===== src/design/tsmf_ram.sv =====
// Simple dual-port synchronous RAM, one write and one registered read port.
`timescale 1ns / 1ps

module tsmf_ram #(
    parameter int WIDTH = 8,
    parameter int DEPTH = 64
) (
    input  logic                     clk,
    input  logic                     we,
    input  logic [$clog2(DEPTH)-1:0] waddr,
    input  logic [WIDTH-1:0]         wdata,
    input  logic                     re,
    input  logic [$clog2(DEPTH)-1:0] raddr,
    output logic [WIDTH-1:0]         rdata
);

    logic [WIDTH-1:0] mem [DEPTH];

    always_ff @(posedge clk)
    begin
        if (we)
        begin
            mem[waddr] <= wdata;
        end
    end

    always_ff @(posedge clk)
    begin
        if (re)
        begin
            rdata <= mem[raddr];
        end
    end

endmodule


===== config.mk =====
export PLATFORM = sky130hd
export DESIGN_NAME = tsmf_ram
export DESIGN_NICKNAME = d
export VERILOG_FILES = /design/src/design/tsmf_ram.sv
export SDC_FILE = /design/constraint.sdc
export NUM_CORES = 1
export LEC_CHECK = 0
export BUFFER_PORTS_ARGS = -buffer_cell sky130_fd_sc_hd__buf_2
export CAP_MARGIN = 10
export CORE_ASPECT_RATIO = 1.5
export CORE_UTILIZATION = 45
export CTS_CLUSTER_DIAMETER = 200
export DETAILED_ROUTE_END_ITERATION = 16
export PLACE_DENSITY = 0.62
export SYNTH_ARGS = -nofsm -noshare
export SYNTH_HDL_FRONTEND = slang
export SYNTH_SLANG_ARGS = --single-unit

===== constraint.sdc =====
create_clock -name clk -period 2.7 [get_ports clk]
set_input_delay 0.405 -clock clk [delete_from_list [all_inputs] [get_ports clk]]
set_output_delay 0.405 -clock clk [all_outputs]
set_load 0.02 [all_outputs]

# After elaboration in Yosys (flattened, before gate mapping)

Memory sizes are Yosys's and may differ from the RTL's. A register that Yosys moved wholly into a read port is not among the register bits.
Cells that the tools add are included.

Output and inout port bits: 8
Word-level logic and storage cells: 3
Input port bits: 23
Register bits after elaboration: 0
Memories kept: 1
RAM bits: 512

Memory list:

| name | words | bits a word | rd ports | clocked after memory_dff | wr ports | line | RTL |
|---|---|---|---|---|---|---|---|
| mem  | 64    | 8           | 1        | 1                        | 1        | 17   | `logic [WIDTH-1:0] mem [DEPTH];` |

Multiplexer cells: 2

Operators by type and width:

| operator | number |
|---|---|
| $mux W1  | 2 |

# Longest topological paths before layout

Gate-level depths: netlist of run 1.

Word-level depth: 2
Depth in mapped cells: 9
Depth with buffers taken out: 5

# Least setup slack after synthesis of run 1

No wires, ideal clock.

Path kind: input to register
From: input raddr[1]
To: register rdata[3], read port of mem (data pin)
Stages on the path: 7
Buffers on the path: 3
Path slack: 489 ps
Arrival time: 1945 ps
Data required time: 2434 ps
Setup time: 266 ps
Cells stage by stage: buf_4 buf_2 buf_2 mux4_2 mux4_2 o21ai_1 o41ai_1

RTL lines:

| what            | line | RTL |
|---|---|---|
| start, declared | 13   | `input logic [$clog2(DEPTH)-1:0] raddr,` |
| end, declared   | 14   | `output logic [WIDTH-1:0] rdata` |

==> flow_summary.toml, run 1 <==
[floorplan]
die_h_um = 262
initial_utilization = 0.459
rows = 94
fp.dieW_um = 175
die_area_um2 = 45900
fp.coreArea_um2 = 44100
ios = 31

[grt]
antenna_found_initial = 2
grt_usage = 0.209
grt_pass1_vias = 10400
globalRoute.totalOverflow = 0
grt_max_degree = 65
grt_pass1_wl_mm = 68.4

[sta]
drv_slew = 0
rsz0062_at_grt = "false"
fin_crit_ps = 2110
skew_ps = 23.5
post-route-period-util = 0.781
slew_headroom = 0.300
setup_slack_ps = 590
setup_viol = 0
fmax_mhz = 474
worst_pin_slew_ps = 1050
hold_violations = 0

[worst_setup_path]
rr_endpoint = "rdata[4]"
critPathMaxFanout = 1
r2r_start = "mem[29][4]"
r2r_cells = 6
worstSetupStartpoint = "mem[29][4]"
cp.arrival_ps = 2420
endpoint_kind = "flip-flop"
critical_path_class = "flip-flop to flip-flop"
r2r_setup_slack_ps = 590
required_ps = 3010
crit_path_end = "rdata[4]"
worstSetupStartpointType = "flip-flop"

[clocking]
cts_root_buf = "clkbuf_16"
cts_buffers = 47
cts_buffer_depth = 3
clk_pin_slew_ps = 70
clock_sinks = 520
htreeDepth = 2
cts_hold_buffers = 0
ctsResizeCount = 0
cts_setup_buffers = 0
insertion_delay_ps = 570
cts_tree = "done"

[layout]
regArea_um2 = 15600
finalNonFillerCells = 1699
nFillCells = 3415
nNetsFinal = 1112
multiInputGateArea_um2 = 4320
areaGrowthSynthToFinish_pct = 15.1
drive_gt1_frac = 0.318
diodes = 0

[drt]
drt.antenna.violating_nets = 0
wirelength_mm = 46.3
drt_iter0_markers = 806
vias = 9784
drc = 0
drt-pass1-iter-count = 5
wire_per_inst_um = 27.3
viasPerCell = 5.76

[run]
cap_viol_max_count = 0

[pwr]
power_density_nw_per_um2 = 698
clkPwrFrac = 0.394
sw_frac_of_total = 0.206
p_switching_uw = 3360
p_int_uw = 12900
pwr-share-comb = 0.055
leakage_uw = 0.00747
sequentialPowerShare = 0.551
ir_worst_vdd_v = 0.000481

[synthesis]
ys_types = 39
synth_seq_area_share = 0.771
syn_inst = 940
synth_edf_count = 520
avgSynthCellArea_um2 = 21.5
synth_top_flop_cell = "edfxtp_1"
ys_async_sr_fraction = 0
yosysWarnings = 0
syn_nets = 963
syn-cell-area_um2 = 20200
ys_seq_elements = 520

[placement]
dp.cells = 1616
pre_cts_slack_ps = 11.9
port_buffers = 30
dp_hpwl_mm = 30.9
gp_congestion = 0.823

[hold_path]
min_path_type = "input pin to flip-flop"

[run_status]
outcome = "complete, no violations"
-- how the worst min path moves through the flow --
stage	start	to	slack (ps)	cells past startpoint
after CTS	wdata[3]	mem[53][3]	170	1
after global routing	wdata[3]	mem[53][3]	200	1
after detailed placement	wdata[3]	mem[52][3]	750	1
after floorplan	wdata[0]	mem[0][0]	500	0
after global placement	wdata[3]	mem[54][3]	740	1
final	wdata[3]	mem[53][3]	190	1
-- placed cells by master (no fill, tap or decap), types with 10 or more instances in the layout --
cell type  count
mux4_2       126
buf_2         27
clkbuf_1      12
buf_12        10
mux2i_1       23
nand2_1       19
edfxtp_1     520
clkbuf_16     49
buf_4        113
nor2_1        83
mux2_2        13
nand3_1       13
nor2b_1       14
-- cell families (layout without fill, tap and decap cells) --
| logic type | after synthesis | count (layout) | synth area share |
|---|---|---|---|
| flip-flops | 520 | 520 | 0.771 |
| multiplexers | 162 | 162 | 0.159 |
| AND/OR/NAND/NOR | 153 | 153 | 0.0337 |
| AO/OA/AOI/OAI | 54 | 54 | 0.0206 |
| buffers and inverters | 51 | 234 | 0.0156 |
-- per-stage QoR --
step	TNS, ps	cell area [µm²]	hold slack (ps)	util	power [µW]
final	0	23300	187	0.529	16300
after global routing	0	23300	197	0.529	16700
after CTS	0	23300	173	0.529	16400
after detailed placement	0	21800	755	0.495	10100
after global placement	-26.7	21800	741	0.495	10000
after floorplan	0	20200	504	-	9630
-- synth_stat cells (3+ instances only) --
master / n / area [µm²]
o22ai_1: 8 / 50.1
mux2i_1: 23 / 230
a211oi_1: 4 / 30.0
o2bb2ai_1: 3 / 26.3
buf_1: 4 / 15.0
a21oi_1: 3 / 15.0
clkbuf_1: 17 / 63.8
o2111ai_1: 3 / 26.3
o221ai_1: 8 / 70.1
edfxtp_1: 520 / 15600
buf_2: 11 / 55.1
buf_4: 13 / 97.6
a22oi_1: 3 / 22.5
a221oi_1: 6 / 52.6
nor2b_1: 14 / 87.6
nor3_1: 7 / 35.0
nand3b_1: 3 / 22.5
nand3_1: 13 / 65.1
nand2b_1: 7 / 43.8
nor2_1: 83 / 312
buf_6: 4 / 45.0
mux4_2: 126 / 2840
nand2_1: 19 / 71.3
mux2_2: 13 / 146
-- critical path: stages (launching register included) --
cell and delay [ps]:
edfxtp_1 370, mux4_2 480, mux2_2 310, o221a_2 290, nor3_1 200, buf_4 140, o32ai_1 80
-- sequential cells by signal, indices dropped and copies added (netlist names) --
| signal | flops |
|---|---|
| mem | 512 |
| rdata | 8 |
-- final cells by class --
type / instances / share of cell area
sequential: 520 / 0.670
tap: 576 / 0.0309
clock inverter: 22 / 0.00827
timing repair buffer: 151 / 0.0514
clock buffer: 61 / 0.0545
multi-input combinational: 369 / 0.185
-- metal layers --
layer | share of wire | global-route usage
met1 | 0.38 | 0.256
met2 | 0.54 | 0.378
met3 | 0.051 | 0.0295
met4 | 0.033 | 0.0761
met5 | 0.00022 | 0
-- power by group through the flow --
stage	Clock [µW]	Combinational [µW]	Sequential (µW)
finish	6410	893	8970
global route	6790	947	8970
CTS	6520	908	8970
detailed placement	0	905	9150
global placement	0	893	9140
floorplan	0	476	9150
No activity file was read; power rests on OpenSTA's default activity.
==> inputs of run 2 (changes only) <==
- PLACE_DENSITY: 0.62 -> 0.65
- clock period: 2.7 -> 1.75 ns (I/O delays scaled with it)
==> flow_summary.toml, run 2 (synthesis gave the netlist of run 1 again) <==
[pwr]
power_density_nw_per_um2 = 1050
ir_worst_vdd_v = 0.000849
p_switching_uw = 5220
sequentialPowerShare = 0.552
pwr-share-comb = 0.060
clkPwrFrac = 0.388
sw_frac_of_total = 0.208
p_int_uw = 19900
leakage_uw = 0.00773

[worst_setup_path]
critical_path_class = "flip-flop to flip-flop"
rr_endpoint = "rdata[1]"
endpoint_kind = "flip-flop"
r2r_setup_slack_ps = -250
crit_slowest_cell = "mux4_2"
required_ps = 2060
worstPathCellList = "mux4_2 > mux2_4 > a221oi_2 > buf_4 > o2bb2ai_1"
worstSetupStartpointType = "flip-flop"
slowest_delay_ps = 470
r2r_cells = 5
r2r_start = "mem[44][1]"
critPathMaxFanout = 1
cp.arrival_ps = 2310

[hold_path]
holdPathEnd = "rdata[4]"
hp-start = "re"
min_path_type = "input pin to flip-flop"
min_path_cells = 1

[clocking]
insertion_delay_ps = 560
clock_sinks = 520
cts_root_buf = "clkbuf_16"
cts_buffers = 44
cts_tree = "done"
clk_pin_slew_ps = 70
cts_buffer_depth = 3
cts_hold_buffers = 0
htreeDepth = 2

[sta]
hold_violations = 0
fin_hold_ws_ps = 92.1
setup_viol = 8
worst_pin_slew_ps = 1240
fin_crit_ps = 2000
slew_headroom = 0.172
drv_slew = 0
post-route-period-util = 1.14
fin_tns_setup_ps = -1420
rsz0062_at_grt = "true"
setup_slack_ps = -246
fmax_mhz = 501
skew_ps = 26.2

[layout]
diodes = 0
regMostFlops = "mem"
largest_register_ffs = 512
finalNonFillerCells = 1736
final_cell_mix = "edfxtp_1, buf_4, mux4_2"
drive_gt1_frac = 0.358
nNetsFinal = 1149
nFillCells = 3352
mostFrequentLayoutCell = "edfxtp_1"
top_regs = "mem: 512 flops, rdata: 8 flops"
areaGrowthSynthToFinish_pct = 17.7

[drt]
wl_met1_mm = 17.4
viasPerCell = 5.76
drt.antenna.violating_nets = 0
drt-pass1-iter-count = 7
wirelength_mm = 46.1
drc = 0
highest-signal-layer = "met5"
vias = 9999
drt_iter0_markers = 838
wl_met3_mm = 2.35
met2WireLength_mm = 25.0
wire_per_inst_um = 26.6

[grt]
grt_pass1_vias = 10300
antenna_found_initial = 1
grt_max_degree = 65
globalRoute.totalOverflow = 0
grt_pass1_wl_mm = 68.1
grt_usage = 0.207

[floorplan]
ios = 31
fp.coreArea_um2 = 44100
initial_utilization = 0.459
die_area_um2 = 45900
rows = 94
fp.dieW_um = 175
die_h_um = 262

[run_status]
violations = "setup timing"
outcome = "finished with violations"

[placement]
dp_hpwl_mm = 30.5
port_buffers = 30
dp.cells = 1656
gp_congestion = 0.809

[run]
cap_viol_max_count = 0
==> run 2: cell types whose count changed in the layout (fill, tap and decap cells not counted), moves of 3 or more <==
| cell | before | now |
|---|---|---|
| clkbuf_1 | 12 | 8 |
| nor3_1 | 7 | 1 |
| clkbuf_16 | 49 | 46 |
| mux2_2 | 13 | 9 |
| mux2_4 | 0 | 4 |
| a221oi_1 | 6 | 3 |
| nor2_1 | 83 | 80 |
| o21ai_2 | 0 | 3 |
| buf_4 | 113 | 144 |
| buf_12 | 10 | 17 |
| nor3_2 | 0 | 4 |
==> run 2: power by group through the flow <==
| stage | combinational [µW] | sequential, µW | clock (µW) |
|---|---|---|---|
| after CTS | 1520 | 13800 | 9900 |
| after floorplan | 746 | 14100 | 0 |
| after global placement | 1450 | 14100 | 0 |
| after global routing | 1600 | 13800 | 10300 |
| final | 1510 | 13800 | 9740 |
| after detailed placement | 1470 | 14100 | 0 |
==> run 2: layout make-up <==
class | count | area, µm² | share of cell area
Tap cell | 576 | 721 | 0.0302
Clock inverter | 26 | 248 | 0.0104
Timing Repair Buffer | 191 | 1590 | 0.0668
Sequential cell | 520 | 15600 | 0.655
Multi-Input combinational cell | 369 | 4480 | 0.188
Clock buffer | 54 | 1180 | 0.0496
==> run 2: how the worst max path moves through the flow <==
stage	to	slack (ps)	depth (start not counted)	start
after floorplan	rdata[7]	-200	7	raddr[0]
after global placement	rdata[1]	-840	7	raddr[0]
after detailed placement	rdata[1]	-890	7	raddr[0]
after CTS	rdata[4]	-240	5	mem[20][4]
after global routing	rdata[4]	-310	5	mem[17][4]
final	rdata[1]	-250	5	mem[44][1]
==> run 2: routing by layer <==
| layer | vias to the layer above | track usage |
|---|---|---|
| met1 | 5297 | 0.252 |
| met5 | - | 0 |
| li1 | 4302 | - |
| met4 | 2 | 0.0710 |
| met2 | 320 | 0.378 |
| met3 | 78 | 0.0310 |
==> run 2: timing repair <==
item | 4_1_cts | 5_1_grt
setup buffers | 0 | 0
resized for setup | 27 | 6
hold endpoints to repair | 0 | 0
pin swaps | 6 | 0
endpoints found under the setup margin | 8 | 8
==> run 2: per-stage QoR <==
stage / total power (µW) / instance area [µm²] / util / setup slack [ps]
after floorplan: 14900 / 20300 / - / -198
after global placement: 15600 / 22200 / 0.504 / -839
after detailed placement: 15600 / 22200 / 0.504 / -886
after CTS: 25300 / 23800 / 0.540 / -238
after global routing: 25800 / 23800 / 0.540 / -309
final: 25100 / 23800 / 0.540 / -246
==> run 2: critical path: cells and delay by family, from the launching register on <==
kind                   cells  cell delay (ps)
multiplexers               2              770
flip-flops                 1              390
AO/OA/AOI/OAI              2              380
buffers and inverters      1              200
==> inputs of run 3 (changes only) <==
- MAX_ROUTING_LAYER: unset -> met4
==> flow_summary.toml, run 3 (synthesis gave the netlist of run 1 again) <==
[clocking]
insertion_delay_ps = 570
cts_buffers = 44
cts_setup_buffers = 0
clk_pin_slew_ps = 80
cts_tree = "done"
cts_root_buf = "clkbuf_16"
cts_buffer_depth = 3
clock_sinks = 520
htreeDepth = 2

[sta]
rsz0062_at_grt = "true"
slew_headroom = 0.164
fin_tns_setup_ps = -1410
worst_pin_slew_ps = 1250
setup_slack_ps = -233
skew_ps = 31.0
drv_slew = 0
fin_crit_ps = 1980
post-route-period-util = 1.13
hold_violations = 0
setup_viol = 8
fmax_mhz = 504

[floorplan]
ios = 31
fp.coreArea_um2 = 44100
fp.dieW_um = 175
initial_utilization = 0.459
die_area_um2 = 45900
die_h_um = 262
rows = 94

[hold_path]
holdPathEnd = "rdata[3]"
min_path_cells = 1
hp-start = "re"
min_path_type = "input pin to flip-flop"

[pwr]
fin_total_pwr_uw = 25100
power_density_nw_per_um2 = 1050
leakage_uw = 0.00773
ir_worst_vdd_v = 0.000842

[worst_setup_path]
required_ps = 2060
rr_endpoint = "rdata[1]"
endpoint_kind = "flip-flop"
critPathMaxFanout = 1
slowest_delay_ps = 480
r2r_start = "mem[44][1]"
critical_path_class = "flip-flop to flip-flop"
crit_buf_inv = 1
r2r_setup_slack_ps = -230
worstPathCellList = "mux4_2 > mux2_4 > a221oi_2 > buf_4 > o2bb2ai_1"
cp.arrival_ps = 2290
worstSetupStartpointType = "flip-flop"
crit_slowest_cell = "mux4_2"
r2r_cells = 5
critPathTopFamily = "multiplexers"

[layout]
top_regs = "mem: 512 flops, rdata: 8 flops"
final_cell_mix = "edfxtp_1, buf_4, mux4_2"
areaGrowthSynthToFinish_pct = 17.7
nNetsFinal = 1149
largest_register_ffs = 512
nFillCells = 3351
regMostFlops = "mem"
drive_gt1_frac = 0.358
mostFrequentLayoutCell = "edfxtp_1"

[placement]
gp_congestion = 0.821
port_buffers = 30
dp_hpwl_mm = 30.5

[drt]
drt_iter0_markers = 877
drt-pass1-iter-count = 5
viasPerCell = 5.81
drt.antenna.violating_nets = 0
vias = 10100
drc = 0
wire_per_inst_um = 26.6
wirelength_mm = 46.1

[grt]
antenna_found_initial = 1
globalRoute.totalOverflow = 0
grt_pass1_wl_mm = 68.1
grt_usage = 0.214
grt_max_degree = 65
grt_pass1_vias = 10300

[run_status]
outcome = "finished with violations"
violations = "setup timing"

[run]
cap_viol_max_count = 0
run 3: changes by cell type in the layout (fill, tap and decap cells not counted), sizes merged:
cell | previous run | this run
diode | 0 | 1
run 3: power by group:
group / total (µW) / switching [µW] / internal (µW)
clock: 9770 / 4340 / 5430
combinational: 1510 / 868 / 645
sequential: 13800 / 38.0 / 13800
total: 25100 / 5250 / 19900
run 3: cell type report:
| cell class | count | area (µm²) | area share |
|---|---|---|---|
| multi-input cells | 369 | 4480 | 0.188 |
| well taps | 576 | 721 | 0.0302 |
| clock buffers | 54 | 1180 | 0.0496 |
| diodes | 1 | 2.50 | 0.000105 |
| repair buffers | 191 | 1590 | 0.0668 |
| flip-flops and latches | 520 | 15600 | 0.655 |
| clock inverters | 26 | 248 | 0.0104 |
run 3: layer usage:
metal	up-vias	track usage	routed length, µm
met5	-	-	0
met4	0	0.0681	1250
met1	5359	0.252	17600
met3	71	0.0308	2300
met2	355	0.380	25000
li1	4309	-	-
run 3: worst reg2reg max path, stage by stage (launching register included):
cell and delay, ps:
edfxtp_1 390, mux4_2 480, mux2_4 300, a221oi_2 280, buf_4 190, o2bb2ai_1 90
run 3: how the worst max path moves through the flow:
stage / start / to / slack (ps) / cells after the start
floorplan: raddr[0] / rdata[7] / -200 / 7
global placement: raddr[0] / rdata[1] / -840 / 7
detailed placement: raddr[0] / rdata[1] / -890 / 7
CTS: mem[20][4] / rdata[4] / -240 / 5
global route: mem[17][4] / rdata[4] / -310 / 5
finish: mem[44][1] / rdata[1] / -230 / 5
run 3: timing repair:
item	in CTS	in global routing
gates resized for setup	27	6
hold endpoints to repair	0	0
setup endpoints to repair	8	8
pin swaps	6	0
hold buffers	0	0
run 3: through the flow:
stage               setup slack [ps]  utilization  cell area, µm²  hold WS [ps]  instances
finish                          -233        0.540           23800          89.5       1737
CTS                             -238        0.540           23800          59.7       1736
floorplan                       -198            -           20300           361        940
detailed placement              -886        0.504           22200           658       1656
global placement                -839        0.504           22200           656       1656
global route                    -309        0.540           23800          69.1       1737
