===== src/design/tsmf_pkg.sv =====
// Shared constants, codes and transfer types of the topological sorter.
`timescale 1ns / 1ps

package tsmf_pkg;

    localparam int MAX_VERTICES = 64;
    localparam int MAX_EDGES    = 256;

    localparam int ID_W    = 7;
    localparam int VIDX_W  = $clog2(MAX_VERTICES);
    localparam int VCNT_W  = $clog2(MAX_VERTICES + 1);
    localparam int EADDR_W = $clog2(MAX_EDGES);
    localparam int ECNT_W  = $clog2(MAX_EDGES + 1);
    localparam int DEG_W   = ECNT_W;
    localparam int EDGE_W  = 2 * ID_W;

    localparam logic [1:0] OP_CLEAR    = 2'd0;
    localparam logic [1:0] OP_ADD_VERT = 2'd1;
    localparam logic [1:0] OP_ADD_EDGE = 2'd2;
    localparam logic [1:0] OP_RUN      = 2'd3;

    localparam logic [1:0] ST_OK    = 2'd0;
    localparam logic [1:0] ST_CYCLE = 2'd1;
    localparam logic [1:0] ST_EMPTY = 2'd2;
    localparam logic [1:0] ST_FULL  = 2'd3;

    typedef struct packed {
        logic [1:0]      opcode;
        logic [ID_W-1:0] from_vertex;
        logic [ID_W-1:0] to_vertex;
    } item_t;

    typedef struct packed {
        logic [ID_W-1:0] vertex;
        logic            last;
        logic [1:0]      status;
    } result_t;

endpackage


===== src/design/tsmf_seq.sv =====
// Graph loader and sort sequencer: vertex maps, edge walks, order readout.
`timescale 1ns / 1ps

module tsmf_seq (
    input  logic                             clk,
    input  logic                             rst_n,
    input  logic                             item_valid,
    output logic                             item_stall,
    input  tsmf_pkg::item_t                  item,
    output logic                             res_valid,
    input  logic                             res_ready,
    output tsmf_pkg::result_t                res,
    output logic                             edge_we,
    output logic [tsmf_pkg::EADDR_W-1:0]     edge_waddr,
    output logic [tsmf_pkg::EDGE_W-1:0]      edge_wdata,
    output logic                             edge_re,
    output logic [tsmf_pkg::EADDR_W-1:0]     edge_raddr,
    input  logic [tsmf_pkg::EDGE_W-1:0]      edge_rdata,
    output logic                             deg_we,
    output logic [tsmf_pkg::VIDX_W-1:0]      deg_waddr,
    output logic [tsmf_pkg::DEG_W-1:0]       deg_wdata,
    output logic                             deg_re,
    output logic [tsmf_pkg::VIDX_W-1:0]      deg_raddr,
    input  logic [tsmf_pkg::DEG_W-1:0]       deg_rdata,
    output logic                             ord_we,
    output logic [tsmf_pkg::VIDX_W-1:0]      ord_waddr,
    output logic [tsmf_pkg::ID_W-1:0]        ord_wdata,
    output logic                             ord_re,
    output logic [tsmf_pkg::VIDX_W-1:0]      ord_raddr,
    input  logic [tsmf_pkg::ID_W-1:0]        ord_rdata
);

    localparam int VW = tsmf_pkg::VIDX_W;
    localparam int CW = tsmf_pkg::VCNT_W;
    localparam int EW = tsmf_pkg::ECNT_W;
    localparam int IW = tsmf_pkg::ID_W;
    localparam int NV = tsmf_pkg::MAX_VERTICES;

    localparam logic [3:0] S_IDLE    = 4'd0;
    localparam logic [3:0] S_CLR     = 4'd1;
    localparam logic [3:0] S_CNT_RD  = 4'd2;
    localparam logic [3:0] S_CNT_DG  = 4'd3;
    localparam logic [3:0] S_CNT_WR  = 4'd4;
    localparam logic [3:0] S_RDY_RD  = 4'd5;
    localparam logic [3:0] S_RDY_EV  = 4'd6;
    localparam logic [3:0] S_PICK    = 4'd7;
    localparam logic [3:0] S_WLK_RD  = 4'd8;
    localparam logic [3:0] S_WLK_DG  = 4'd9;
    localparam logic [3:0] S_WLK_WR  = 4'd10;
    localparam logic [3:0] S_FIN     = 4'd11;
    localparam logic [3:0] S_EMIT_RD = 4'd12;
    localparam logic [3:0] S_EMIT_WR = 4'd13;

    logic [3:0]    state_reg, state_next;
    logic [NV-1:0] present_reg, present_next;
    logic [NV-1:0] ready_reg, ready_next;
    logic [NV-1:0] done_reg, done_next;
    logic [EW-1:0] ecount_reg, ecount_next;
    logic [EW-1:0] eidx_reg, eidx_next;
    logic [CW-1:0] vidx_reg, vidx_next;
    logic [CW-1:0] len_reg, len_next;
    logic [VW-1:0] pick_reg, pick_next;
    logic [VW-1:0] dst_reg, dst_next;

    logic          accept;
    logic          from_ok, to_ok;
    logic [IW-1:0] from_m1, to_m1, edst_m1, esrc;
    logic          any_ready;
    logic [VW-1:0] first_ready;
    logic [VW-1:0] vidx_lo;
    logic          emit_last;

    function automatic logic id_ok(input logic [IW-1:0] v);
        return (v != '0) && (v <= IW'(NV));
    endfunction

    assign accept   = item_valid && !item_stall;
    assign from_ok  = id_ok(item.from_vertex);
    assign to_ok    = id_ok(item.to_vertex);
    assign from_m1  = item.from_vertex - IW'(1);
    assign to_m1    = item.to_vertex - IW'(1);
    assign edst_m1  = edge_rdata[IW-1:0] - IW'(1);
    assign esrc     = edge_rdata[2*IW-1:IW];
    assign vidx_lo  = vidx_reg[VW-1:0];
    assign emit_last = (vidx_reg + CW'(1)) == len_reg;

    // lowest-numbered ready vertex
    always_comb
    begin
        any_ready   = |ready_reg;
        first_ready = '0;
        for (int i = NV - 1; i >= 0; i--)
        begin
            if (ready_reg[i])
            begin
                first_ready = VW'(i);
            end
        end
    end

    assign item_stall = (state_reg != S_IDLE) || !res_ready;

    always_comb
    begin
        state_next   = state_reg;
        present_next = present_reg;
        ready_next   = ready_reg;
        done_next    = done_reg;
        ecount_next  = ecount_reg;
        eidx_next    = eidx_reg;
        vidx_next    = vidx_reg;
        len_next     = len_reg;
        pick_next    = pick_reg;
        dst_next     = dst_reg;

        res_valid    = 1'b0;
        res.vertex   = '0;
        res.last     = 1'b1;
        res.status   = tsmf_pkg::ST_OK;

        edge_we    = 1'b0;
        edge_waddr = ecount_reg[tsmf_pkg::EADDR_W-1:0];
        edge_wdata = {item.from_vertex, item.to_vertex};
        edge_re    = 1'b0;
        edge_raddr = eidx_reg[tsmf_pkg::EADDR_W-1:0];
        deg_we     = 1'b0;
        deg_waddr  = dst_reg;
        deg_wdata  = '0;
        deg_re     = 1'b0;
        deg_raddr  = edst_m1[VW-1:0];
        ord_we     = 1'b0;
        ord_waddr  = len_reg[VW-1:0];
        ord_wdata  = IW'(first_ready) + IW'(1);
        ord_re     = 1'b0;
        ord_raddr  = vidx_lo;

        case (state_reg)
            S_IDLE:
            begin
                if (accept)
                begin
                    case (item.opcode)
                        tsmf_pkg::OP_CLEAR:
                        begin
                            res_valid    = 1'b1;
                            present_next = '0;
                            ready_next   = '0;
                            ecount_next  = '0;
                            len_next     = '0;
                        end
                        tsmf_pkg::OP_ADD_VERT:
                        begin
                            res_valid = 1'b1;
                            if (from_ok)
                            begin
                                present_next[from_m1[VW-1:0]] = 1'b1;
                            end
                        end
                        tsmf_pkg::OP_ADD_EDGE:
                        begin
                            res_valid = 1'b1;
                            if (from_ok && to_ok)
                            begin
                                if (ecount_reg == EW'(tsmf_pkg::MAX_EDGES))
                                begin
                                    res.status = tsmf_pkg::ST_FULL;
                                end
                                else
                                begin
                                    edge_we     = 1'b1;
                                    ecount_next = ecount_reg + EW'(1);
                                    present_next[from_m1[VW-1:0]] = 1'b1;
                                    present_next[to_m1[VW-1:0]]   = 1'b1;
                                end
                            end
                        end
                        default:
                        begin
                            if (present_reg == '0)
                            begin
                                res_valid  = 1'b1;
                                res.status = tsmf_pkg::ST_EMPTY;
                            end
                            else
                            begin
                                ready_next = '0;
                                done_next  = '0;
                                len_next   = '0;
                                vidx_next  = '0;
                                state_next = S_CLR;
                            end
                        end
                    endcase
                end
            end
            S_CLR:
            begin
                deg_we    = 1'b1;
                deg_waddr = vidx_lo;
                if (vidx_reg == CW'(NV - 1))
                begin
                    eidx_next  = '0;
                    state_next = S_CNT_RD;
                end
                else
                begin
                    vidx_next = vidx_reg + CW'(1);
                end
            end
            S_CNT_RD:
            begin
                if (eidx_reg == ecount_reg)
                begin
                    vidx_next  = '0;
                    state_next = S_RDY_RD;
                end
                else
                begin
                    edge_re    = 1'b1;
                    state_next = S_CNT_DG;
                end
            end
            S_CNT_DG:
            begin
                deg_re     = 1'b1;
                dst_next   = edst_m1[VW-1:0];
                state_next = S_CNT_WR;
            end
            S_CNT_WR:
            begin
                deg_we     = 1'b1;
                deg_wdata  = deg_rdata + tsmf_pkg::DEG_W'(1);
                eidx_next  = eidx_reg + EW'(1);
                state_next = S_CNT_RD;
            end
            S_RDY_RD:
            begin
                deg_re     = 1'b1;
                deg_raddr  = vidx_lo;
                state_next = S_RDY_EV;
            end
            S_RDY_EV:
            begin
                if (present_reg[vidx_lo] && deg_rdata == '0)
                begin
                    ready_next[vidx_lo] = 1'b1;
                end
                if (vidx_reg == CW'(NV - 1))
                begin
                    state_next = S_PICK;
                end
                else
                begin
                    vidx_next  = vidx_reg + CW'(1);
                    state_next = S_RDY_RD;
                end
            end
            S_PICK:
            begin
                if (!any_ready)
                begin
                    state_next = S_FIN;
                end
                else
                begin
                    ready_next[first_ready] = 1'b0;
                    done_next[first_ready]  = 1'b1;
                    ord_we     = 1'b1;
                    len_next   = len_reg + CW'(1);
                    pick_next  = first_ready;
                    eidx_next  = '0;
                    state_next = S_WLK_RD;
                end
            end
            S_WLK_RD:
            begin
                if (eidx_reg == ecount_reg)
                begin
                    state_next = S_PICK;
                end
                else
                begin
                    edge_re    = 1'b1;
                    state_next = S_WLK_DG;
                end
            end
            S_WLK_DG:
            begin
                if (esrc == IW'(pick_reg) + IW'(1))
                begin
                    deg_re     = 1'b1;
                    dst_next   = edst_m1[VW-1:0];
                    state_next = S_WLK_WR;
                end
                else
                begin
                    eidx_next  = eidx_reg + EW'(1);
                    state_next = S_WLK_RD;
                end
            end
            S_WLK_WR:
            begin
                if (deg_rdata != '0)
                begin
                    deg_we    = 1'b1;
                    deg_wdata = deg_rdata - tsmf_pkg::DEG_W'(1);
                    if (deg_rdata == tsmf_pkg::DEG_W'(1))
                    begin
                        ready_next[dst_reg] = 1'b1;
                    end
                end
                eidx_next  = eidx_reg + EW'(1);
                state_next = S_WLK_RD;
            end
            S_FIN:
            begin
                if ((present_reg & ~done_reg) != '0)
                begin
                    res_valid  = 1'b1;
                    res.status = tsmf_pkg::ST_CYCLE;
                    if (res_ready)
                    begin
                        state_next = S_IDLE;
                    end
                end
                else
                begin
                    vidx_next  = '0;
                    state_next = S_EMIT_RD;
                end
            end
            S_EMIT_RD:
            begin
                ord_re     = 1'b1;
                state_next = S_EMIT_WR;
            end
            S_EMIT_WR:
            begin
                res_valid  = 1'b1;
                res.vertex = ord_rdata;
                res.last   = emit_last;
                if (res_ready)
                begin
                    if (emit_last)
                    begin
                        state_next = S_IDLE;
                    end
                    else
                    begin
                        vidx_next  = vidx_reg + CW'(1);
                        state_next = S_EMIT_RD;
                    end
                end
            end
            default:
            begin
                state_next = S_IDLE;
            end
        endcase
    end

    always_ff @(posedge clk or negedge rst_n)
    begin
        if (!rst_n)
        begin
            state_reg   <= S_IDLE;
            present_reg <= '0;
            ready_reg   <= '0;
            done_reg    <= '0;
            ecount_reg  <= '0;
            len_reg     <= '0;
        end
        else
        begin
            state_reg   <= state_next;
            present_reg <= present_next;
            ready_reg   <= ready_next;
            done_reg    <= done_next;
            ecount_reg  <= ecount_next;
            len_reg     <= len_next;
        end
    end

    always_ff @(posedge clk)
    begin
        eidx_reg <= eidx_next;
        vidx_reg <= vidx_next;
        pick_reg <= pick_next;
        dst_reg  <= dst_next;
    end

endmodule


===== config.mk =====
export PLATFORM = sky130hd
export DESIGN_NAME = tsmf_seq
export DESIGN_NICKNAME = d
export VERILOG_FILES = /design/src/design/tsmf_pkg.sv /design/src/design/tsmf_seq.sv
export SDC_FILE = /design/constraint.sdc
export NUM_CORES = 1
export LEC_CHECK = 0
export BUFFER_PORTS_ARGS = -buffer_cell sky130_fd_sc_hd__buf_2
export CAP_MARGIN = 40
export CORE_MARGIN = 2
export CORE_UTILIZATION = 25
export CTS_BUF_LIST = sky130_fd_sc_hd__clkbuf_4 sky130_fd_sc_hd__clkbuf_8
export DETAILED_ROUTE_END_ITERATION = 12
export PLACE_DENSITY = 0.39
export SYNTH_ARGS = -nofsm -noshare
export SYNTH_HDL_FRONTEND = slang
export SYNTH_SLANG_ARGS = --single-unit
export TNS_END_PERCENT = 10

===== constraint.sdc =====
create_clock -name clk -period 3.25 [get_ports clk]
set_input_delay 0.1625 -clock clk [delete_from_list [all_inputs] [get_ports clk]]
set_output_delay 0.1625 -clock clk [all_outputs]
set_load 0.01 [all_outputs]

# Word-level counts from Yosys, hierarchy flattened
# Index checks and enable logic that the tools add are counted.
[totals] word_cells=291 in_bits=50 reg_bits=240 output_inout_bits=88
[op_classes] addsub=11 muxes=159 n_bitwise=9 reduce_logical=48 eq_ne=42 order_cmp=12
[ops] cell="$mux W64" n=12
[ops] cell="$mux W6" n=67
[ops] cell="$or A64 B64 Y64" n=5
[ops] cell="$pmux W64 S2" n=2
[ops] cell="$pmux W64 S4" n=1
[ops] cell="$pmux W64 S3" n=1
[ops] cell="$and A64 B64 Y64" n=2
[ops] cell="$not A64 Y64" n=2
[ops] cell="$mux W7" n=10
[ops] cell="$logic_not A64 Y1" n=1
[ops] cell="$reduce_bool A64 Y1" n=1
[ops] cell="$reduce_or A64 Y1" n=1
[ops] cell="$pmux W4 S14" n=1
[ops] cell="$mux W9" n=6
[ops] cell="$ne A2 B2 Y1 const B" n=19
[ops] cell="$mux W4" n=9
[ops] cell="$pmux W9 S2" n=2
[ops] cell="$pmux W9 S4" n=1
[ops] cell="$lt A6 B7 Y1 const B" n=5
[ops] cell="$pmux W7 S5" n=1
[ops] cell="$demux W1 S6" n=5
[ops] cell="$ge A6 B1 Y1 const B" n=5
[ops] cell="$pmux W7 S2" n=2
[ops] cell="$add A9 B1 Y9 const B" n=3
[ops] cell="other kinds (47)" n=117

# Depth between registers and ports, before layout
# Gate-level depths: netlist (run 1).
[depth] depth_word=72 mapped_depth=14 ltp_nobuf=10

# Worst setup path before layout (run 1)
# OpenSTA, ideal clock, no wires.
[synth_path] path_type="register to register" from="register vidx_reg[2]" to="register vidx_reg[0] (enable)" slack_ps=112 setup_ps=385 required_ps=2865 n_path_buf=3 path_stages_with_launch=11 t_arrival_ps=2753 synth_period_minus_slack_ps=3138 path_cell_list="edfxtp_1 -> clkbuf_1 -> clkbuf_1 -> buf_1 -> nand2_1 -> nor3_1 -> nor2_1 -> xor2_1 -> nand3_1 -> o21ai_0 -> a311oi_1"
[synth_via] elab_chain_len=4 elab_cells_between_ends=6 classes_between="add/sub: 1; eq/ne: 4; reduce/logical: 1"
[synth_rtl] item="start, declared" line="tsmf_seq.sv:60" text="logic [CW-1:0] vidx_reg, vidx_next;"
[synth_rtl] item="start signal, assigned" line="tsmf_seq.sv:387" text="vidx_reg <= vidx_next;"
[synth_rtl] item="$add A7 B1 Y7" line="tsmf_seq.sv:85" text="assign emit_last = (vidx_reg + CW'(1)) == len_reg;"
[synth_rtl] item="$eq A7 B7 Y1" line="tsmf_seq.sv:85"
[synth_rtl] item="$ne A2 B2 Y1 (no source line)"
[synth_rtl] item="$reduce_and A9 Y1 (no source line) (*)"
# Mark *: on every way between the ends. The rest lies on a longest branch, timed or not.
# A chain may end at the register's enable or synchronous reset.

# Worst setup path after layout (run 1)
[layout_path] from="register ready_reg[62]" to="output ord_wdata[5] in the netlist's numbering"
[layout_via] elab_chain_len=64
[layout_rtl] item="start, declared" line="tsmf_seq.sv:56" text="logic [NV-1:0] ready_reg, ready_next;"
[layout_rtl] item="start signal, assigned" line="tsmf_seq.sv:377" text="ready_reg <= ready_next;"
[layout_rtl] item="$mux W6 (63 in a row)" line="tsmf_seq.sv:94" text="if (ready_reg[i])"
[layout_rtl] item="$add A6 B1 Y7" line="tsmf_seq.sv:133" text="ord_wdata = IW'(first_ready) + IW'(1);"
[layout_rtl] item="end, declared" line="tsmf_seq.sv:27" text="output logic [tsmf_pkg::ID_W-1:0] ord_wdata,"
# No other way between the ends.

==> key figures, run 1 <==
Run status
  – Result of the run: finished, violations left
  – Violations in the final reports: setup timing

Clocking
  – Num CTS Buffers: 51
  – Clock-pin slew of the registers on the worst-case setup and hold paths: 0.06 ns
  – Maximum number of buffers from clock root to sink: 3
  – Root Buffer Master: sky130_fd_sc_hd__clkbuf_8
  – Count of clock tree sinks: 240
  – Clock tree from TritonCTS: done
  – CTS HTree Levels: 2
  – Clock Latency Late Sink: 0.67 ns

GRT
  – Global-route usage over all layers: 0.221
  – Via count of the first global-routing pass: 16,478
  – Largest net degree at the start of global routing: 95
  – Global-route wire length before repair: 111,000 um
  – Sum of overflow across all layers after global routing: 0
  – Number of antenna violations at the first check in global routing: 1

Placed design
  – Final RePlAce weighted congestion: 0.919
  – Area after detailed placement: 0.0189 mm2
  – IO Port Bufs: 136
  – Half-perimeter wire length of the detailed placement result: 54,700 um

Setup path
  – WP data required: 3.09 ns
  – Arrival time at the worst endpoint: 3.19 ns
  – Nature of the critical path startpoint: register
  – Worst Setup End Kind: output port
  – Max FO, Critical Path: 3
  – Setup CP Type: register to output port

Power and ir drop
  – Switching power summed over all nets: 11.8 mW
  – P_leak: 8.91 nW
  – Power per cell area: 1180 mW/mm2
  – Part of the total power dissipated in the clock network: 0.147
  – Worst ir drop on vdd: 1.18 mV
  – Internal cell power: 12.7 mW
  – Part of the total power dissipated in combinational logic: 0.669
  – Sequential fraction of design power: 0.184
  – Switching part of the total power: 0.482

Detailed routing
  – Via density per instance: 5.61
  – Routed Wire Length: 75,000 um
  – DR pass1 iterations: 6
  – Number of DRC markers after the initial detailed-route iteration: 1,822
  – Count of unresolved DRC violations after routing: 0
  – Routed wirelength normalized by instance count: 24.7 um
  – Antenna viol nets, final: 0
  – Overall via count from detail_route: 17,066

Timing
  – Hold violation count in the final report: 0
  – Final period util: 1.03
  – Slew at the pin closest to its max-slew limit: 0.898 ns
  – TNS Setup: -0.266 ns
  – Headroom to the max-slew limit: 0.401
  – Pins over their slew limit: 0
  – Crit path setup slack, layout: -0.103 ns
  – Unrepaired setup endpoints after global routing: true
  – Shortest clock period the worst path allows after layout: 3.35 ns
  – Final setup violation count: 4
  – Maximum clock frequency: 0.298 GHz
  – Clock Skew: 0.0672 ns

Finish
  – Final standard cell utilization of the core: 0.329
  – Final Net Count: 2,225
  – Area delta synth->final: 29.7%
  – Post-route cell area: 0.0208 mm2
  – Ratio of cells with drive above 1 in the final layout: 0.274

Synth
  – Cell area after synthesis: 0.0160 mm2
  – Most frequent cells after synthesis: sky130_fd_sc_hd__dfrtp_1, sky130_fd_sc_hd__nor2_1, sky130_fd_sc_hd__nand2_1
  – Largest area contributor in the synthesized netlist: sky130_fd_sc_hd__dfrtp_1
  – Asr flop ratio synth: 0.883
  – Leading cell types by total area after synthesis: sky130_fd_sc_hd__dfrtp_1, sky130_fd_sc_hd__edfxtp_1, sky130_fd_sc_hd__nor2_1
  – Most instantiated library cell after synthesis: sky130_fd_sc_hd__dfrtp_1
  – Dominant synthesized flop cell: sky130_fd_sc_hd__dfrtp_1
  – Proportion of synthesized chip area in sequential cells: 0.383
  – Register bit total from synthesis: 240
  – Post-synth EDFFs: 28
  – Syn Nets: 1,937
  – Area share of the leading cell type in the synthesized netlist: 0.331
  – Post-synth cell types: 74
  – Syn avg cell area: 8.58 um2
  – Gate Count Post-Synth: 1,870
  – Syn. warnings: 0

Die
  – Boundary Pins: 138
  – Rows: 92
  – Initial standard-cell utilization of the core: 0.254
  – Horiz. Die Dim: 257 um
  – Core area: 0.0632 mm2
  – Height of the die: 257 um
  – Area of the die: 0.0662 mm2

Run
  – Total of max-cap violations: 0

Worst hold path
  – Hold Crit Class: primary input to async pin
## worst paths after layout
| path | to | startpoint | cells past startpoint | slack (ns) |
|---|---|---|---|---|
| setup / recovery | ord_wdata[5] | ready_reg[62]$_DFFE_PN0P_ | 12 | -0.10 |
| hold / removal | present_reg[22]$_DFFE_PN0P_ | rst_n | 2 | 0.10 |
| setup reg to reg | done_reg[7]$_DFFE_PN0P_ | ready_reg[62]$_DFFE_PN0P_ | 12 | 0.07 |
| hold reg to reg | done_reg[47]$_DFFE_PN0P_ | done_reg[47]$_DFFE_PN0P_ | 2 | 0.49 |
| max in group asynchronous | ready_reg[8]$_DFFE_PN0P_ | rst_n | 3 | 2.19 |
| min in group clk | ecount_reg[6]$_DFFE_PN0P_ | item_valid | 5 | 0.19 |
## power by group through the flow
stage                     combinational, mW  clock, mW  sequential, mW
after floorplan                        6.66          0            4.09
after global routing                   17.3       3.82            4.58
after detailed placement               13.8          0            4.51
final                                  16.4       3.60            4.51
after CTS                              15.4       3.68            4.49
after global placement                 13.9          0            4.50
## per-stage QoR
| stage | hold WS (ns) | std cells | total power [mW] | setup WS (ns) |
|---|---|---|---|---|
| 5_1_grt | 0.181 | 3042 | 25.7 | -0.240 |
| 6_report | 0.101 | 3043 | 24.5 | -0.103 |
| 3_5_place_dp | 0.250 | 2909 | 18.3 | -0.0539 |
| 4_1_cts | 0.148 | 3028 | 23.5 | -0.0810 |
| 3_3_place_gp | 0.251 | 2907 | 18.4 | -0.0991 |
| 2_1_floorplan | -0.133 | 1870 | 10.8 | 0.112 |
## layout by cell type, fill, tap and decap left out, types with 50 or more instances in the layout
| cell type | n |
|---|---|
| sky130_fd_sc_hd__inv_1 | 50 |
| sky130_fd_sc_hd__nand3_1 | 52 |
| sky130_fd_sc_hd__o22ai_1 | 97 |
| sky130_fd_sc_hd__nand2b_1 | 71 |
| sky130_fd_sc_hd__o21ai_0 | 88 |
| sky130_fd_sc_hd__a21oi_1 | 103 |
| sky130_fd_sc_hd__buf_4 | 230 |
| sky130_fd_sc_hd__nor2_1 | 190 |
| sky130_fd_sc_hd__nand2_1 | 124 |
| sky130_fd_sc_hd__a22o_1 | 66 |
| sky130_fd_sc_hd__buf_2 | 134 |
| sky130_fd_sc_hd__dfrtp_1 | 203 |
| sky130_fd_sc_hd__clkbuf_8 | 64 |
## final cells by class
class	count	area [um2]
fill	6625	42400
tap	846	1060
sequential	240	6160
timing repair buffer	400	2940
inverter	53	200
clock buffer	76	971
clock inverter	14	124
multi-input combinational	1412	9350
antenna	2	5.00
## critical path, cell delays in order, from the launching register on
cell	delay, ns
sky130_fd_sc_hd__dfrtp_1	0.42
sky130_fd_sc_hd__nand2b_4	0.17
sky130_fd_sc_hd__a2111oi_4	0.30
sky130_fd_sc_hd__buf_4	0.17
sky130_fd_sc_hd__nor3_2	0.05
sky130_fd_sc_hd__nor4_2	0.30
sky130_fd_sc_hd__buf_4	0.18
sky130_fd_sc_hd__o211ai_1	0.21
sky130_fd_sc_hd__nand2b_4	0.22
sky130_fd_sc_hd__o31ai_2	0.17
sky130_fd_sc_hd__o31ai_1	0.10
sky130_fd_sc_hd__buf_4	0.16
sky130_fd_sc_hd__buf_6	0.11
## routing by layer
layer / vias up / global-route usage / wire (um)
li1: 7629 / - / -
met1: 8552 / 0.316 / 34400
met2: 752 / 0.343 / 33400
met3: 133 / 0.0303 / 4870
met4: 0 / 0.0680 / 2320
met5: - / 0 / 0
## cells by family after synthesis
family                   share of synthesized area
AND/OR/NAND/NOR                              0.219
AO/OA/AOI/OAI                                0.262
flip-flops                                   0.383
buffers and inverters                       0.0616
XOR/XNOR                                    0.0317
multiplexers                                0.0289
adder cells (fa/ha/maj)                     0.0133
## timing repair
| item | in CTS | in global routing |
|---|---|---|
| hold buffers | 11 | 0 |
| endpoints found under the hold margin | 96 | 0 |
| setup endpoints to repair | 18 | 81 |
| pin swaps | 24 | 9 |
| gates resized for setup | 67 | 41 |
| buffers inserted | 20 | 13 |
(Power assumes the default switching activity.)
==> run 2, diff against run 1 <==
Settings changed: GPL_TIMING_DRIVEN set to 0.
==> run 2 against run 1 <==
The run still ends with setup timing left. Non-clock buffer count is 16 lower. Setup slack worse by 0.030 ns. Combinational power is 3% lower. Final cell count is 0.56% lower. Clock skew is 0.0069 ns higher. Core utilization is 0.054 points lower. Via count hardly changed. Hold slack worse by 0.067 ns. Largest power group unchanged.
==> key figures, run 2 (synthesis results as in run 1) <==
Run status
  – Result of the run: finished, violations left (unchanged)
  – Violations in the final reports: setup timing (unchanged)

GRT
  – Largest net degree at the start of global routing: 109 (was 95)
  – Global-route wire length before repair: 111,000 um (about the same)
  – Number of antenna violations at the first check in global routing: 2 (was 1)
  – Sum of overflow across all layers after global routing: 0 (unchanged)
  – Via count of the first global-routing pass: 16,413 (was 16,478)
  – Global-route usage over all layers: 0.220 (was 0.221)

Detailed routing
  – DR pass1 iterations: 6 (unchanged)
  – Overall via count from detail_route: 17,065 (was 17,066)
  – Routed wirelength normalized by instance count: 24.8 um (was 24.7 um)
  – Count of unresolved DRC violations after routing: 0 (unchanged)
  – Antenna viol nets, final: 0 (unchanged)
  – Routed Wire Length: 74,900 um (was 75,000 um)
  – Number of DRC markers after the initial detailed-route iteration: 1,670 (was 1,822)
  – Via density per instance: 5.64 (was 5.61)

Die
  – Boundary Pins: 138 (unchanged)
  – Core area: 0.0632 mm2 (unchanged)
  – Height of the die: 257 um (unchanged)
  – Area of the die: 0.0662 mm2 (unchanged)
  – Horiz. Die Dim: 257 um (unchanged)
  – Rows: 92 (unchanged)
  – Initial standard-cell utilization of the core: 0.254 (unchanged)

Setup path
  – Nature of the critical path startpoint: register (unchanged)
  – WP data required: 3.09 ns (about the same)
  – Arrival time at the worst endpoint: 3.22 ns (was 3.19 ns)
  – Setup CP Type: register to output port (unchanged)
  – Max FO, Critical Path: 6 (was 3)
  – Worst Setup End Kind: output port (unchanged)

Placed design
  – Half-perimeter wire length of the detailed placement result: 55,400 um (was 54,700 um)
  – IO Port Bufs: 131 (was 136)
  – Worst setup timing slack at the placement stage: -1.09 ns (was -0.0539 ns)
  – Final RePlAce weighted congestion: 0.935 (was 0.919)

Finish
  – Final Net Count: 2,205 (was 2,225)
  – Area delta synth->final: 29.5% (was 29.7%)
  – Most frequent cells in the layout: sky130_fd_sc_hd__nor2_1, sky130_fd_sc_hd__dfrtp_1, sky130_fd_sc_hd__buf_2 (was sky130_fd_sc_hd__buf_4, sky130_fd_sc_hd__dfrtp_1, sky130_fd_sc_hd__nor2_1)
  – Commonest non-fill, non-tap cell in the layout: sky130_fd_sc_hd__nor2_1 (was sky130_fd_sc_hd__buf_4)
  – Ratio of cells with drive above 1 in the final layout: 0.271 (was 0.274)

Timing
  – Shortest clock period the worst path allows after layout: 3.38 ns (was 3.35 ns)
  – Maximum clock frequency: 0.296 GHz (was 0.298 GHz)
  – Clock Skew: 0.0740 ns (was 0.0672 ns)
  – Pins over their slew limit: 0 (unchanged)
  – Headroom to the max-slew limit: 0.326 (was 0.401)
  – Hold violation count in the final report: 0 (unchanged)
  – Crit path setup slack, layout: -0.133 ns (was -0.103 ns)
  – Slew at the pin closest to its max-slew limit: 1.01 ns (was 0.898 ns)
  – Final period util: 1.04 (was 1.03)
  – Final setup violation count: 7 (was 4)
  – Hold_ws: 0.0340 ns (was 0.101 ns)
  – Unrepaired setup endpoints after global routing: true (unchanged)

Run
  – Total of max-cap violations: 0 (unchanged)

Clocking
  – Maximum number of buffers from clock root to sink: 3 (unchanged)
  – Clock tree from TritonCTS: done (unchanged)
  – Root Buffer Master: sky130_fd_sc_hd__clkbuf_8 (unchanged)
  – CTS HTree Levels: 2 (unchanged)
  – Clock Latency Late Sink: 0.68 ns (was 0.67 ns)
  – Clock-pin slew of the registers on the worst-case setup and hold paths: 0.06 ns (about the same)
  – Num CTS Buffers: 47 (was 51)
  – Count of clock tree sinks: 240 (unchanged)

Power and ir drop
  – Power, Total: 23.8 mW (was 24.5 mW)
  – Power per cell area: 1140 mW/mm2 (was 1180 mW/mm2)
  – Worst ir drop on vdd: 1.36 mV (was 1.18 mV)
  – P_leak: 8.60 nW (was 8.91 nW)

Worst hold path
  – Hold Crit Class: primary input to register (was primary input to async pin)
## run 2: where the power goes
part           internal, mW  total, mW  switching (mW)  leakage (nW)
Sequential             3.71       4.56           0.856          3.15
Clock                  1.86       3.32            1.46         0.540
Combinational          6.11       15.9            9.78          4.91
## run 2: what timing repair did
action                                  in CTS  in global routing
setup buffers                               45                 18
endpoints found under the setup margin     243                192
pin swaps                                   44                 14
gates resized for setup                    197                 79
hold buffers                                11                  0
hold endpoints to repair                   122                  0
## run 2: metal layers
| layer | global-route usage | vias to the layer above | part of all wire |
|---|---|---|---|
| met5 | 0 | - | 0.00017 |
| met4 | 0.0741 | 2 | 0.036 |
| met3 | 0.0377 | 165 | 0.071 |
| met2 | 0.338 | 794 | 0.44 |
| met1 | 0.312 | 8486 | 0.45 |
| li1 | - | 7618 | - |
## run 2: area by class of cell
class	count	area, um2
clock inverters	8	45.0
multi-input cells	1412	9800
repair buffers	237	1590
diodes	5	12.5
plain buffers	147	910
fillers	6620	42400
well taps	846	1060
inverters	53	211
flip-flops and latches	240	6180
clock buffers	78	961
## run 2: worst paths after layout
path	start	end	slack, ns	depth (start not counted)
max	ready_reg[61]$_DFFE_PN0P_	ord_wdata[5]	-0.13	13
min	edge_rdata[1]	dst_reg[1]$_DFFE_PP_	0.03	4
max reg2reg	ready_reg[61]$_DFFE_PN0P_	ready_reg[3]$_DFFE_PN0P_	-0.13	12
min reg2reg	done_reg[47]$_DFFE_PN0P_	done_reg[47]$_DFFE_PN0P_	0.48	2
max in group asynchronous	rst_n	ready_reg[50]$_DFFE_PN0P_	2.16	4
min in group asynchronous	rst_n	present_reg[12]$_DFFE_PN0P_	0.15	3
## run 2: worst max-delay path, cell delays in order, from the launching register on
cell and delay [ns]:
sky130_fd_sc_hd__dfrtp_2 0.45, sky130_fd_sc_hd__buf_6 0.14, sky130_fd_sc_hd__nor4_4 0.30, sky130_fd_sc_hd__buf_4 0.17, sky130_fd_sc_hd__o2111ai_4 0.15, sky130_fd_sc_hd__a311oi_2 0.33
sky130_fd_sc_hd__nor3_2 0.08, sky130_fd_sc_hd__a21oi_2 0.21, sky130_fd_sc_hd__inv_2 0.09, sky130_fd_sc_hd__clkbuf_16 0.17, sky130_fd_sc_hd__nand2b_4 0.11, sky130_fd_sc_hd__o31ai_4 0.08
sky130_fd_sc_hd__o31ai_4 0.12, sky130_fd_sc_hd__buf_2 0.19
## run 2: per-stage QoR
step,setup TNS [ns],instances,utilization,instance area [um2]
after floorplan,0,1870,-,16000
after global placement,-666.11,2847,0.281,17800
after detailed placement,-156.26,2880,0.288,18200
after CTS,-0.721,3004,0.323,20400
after global routing,-1.47,3026,0.329,20800
final,-0.658,3026,0.329,20800
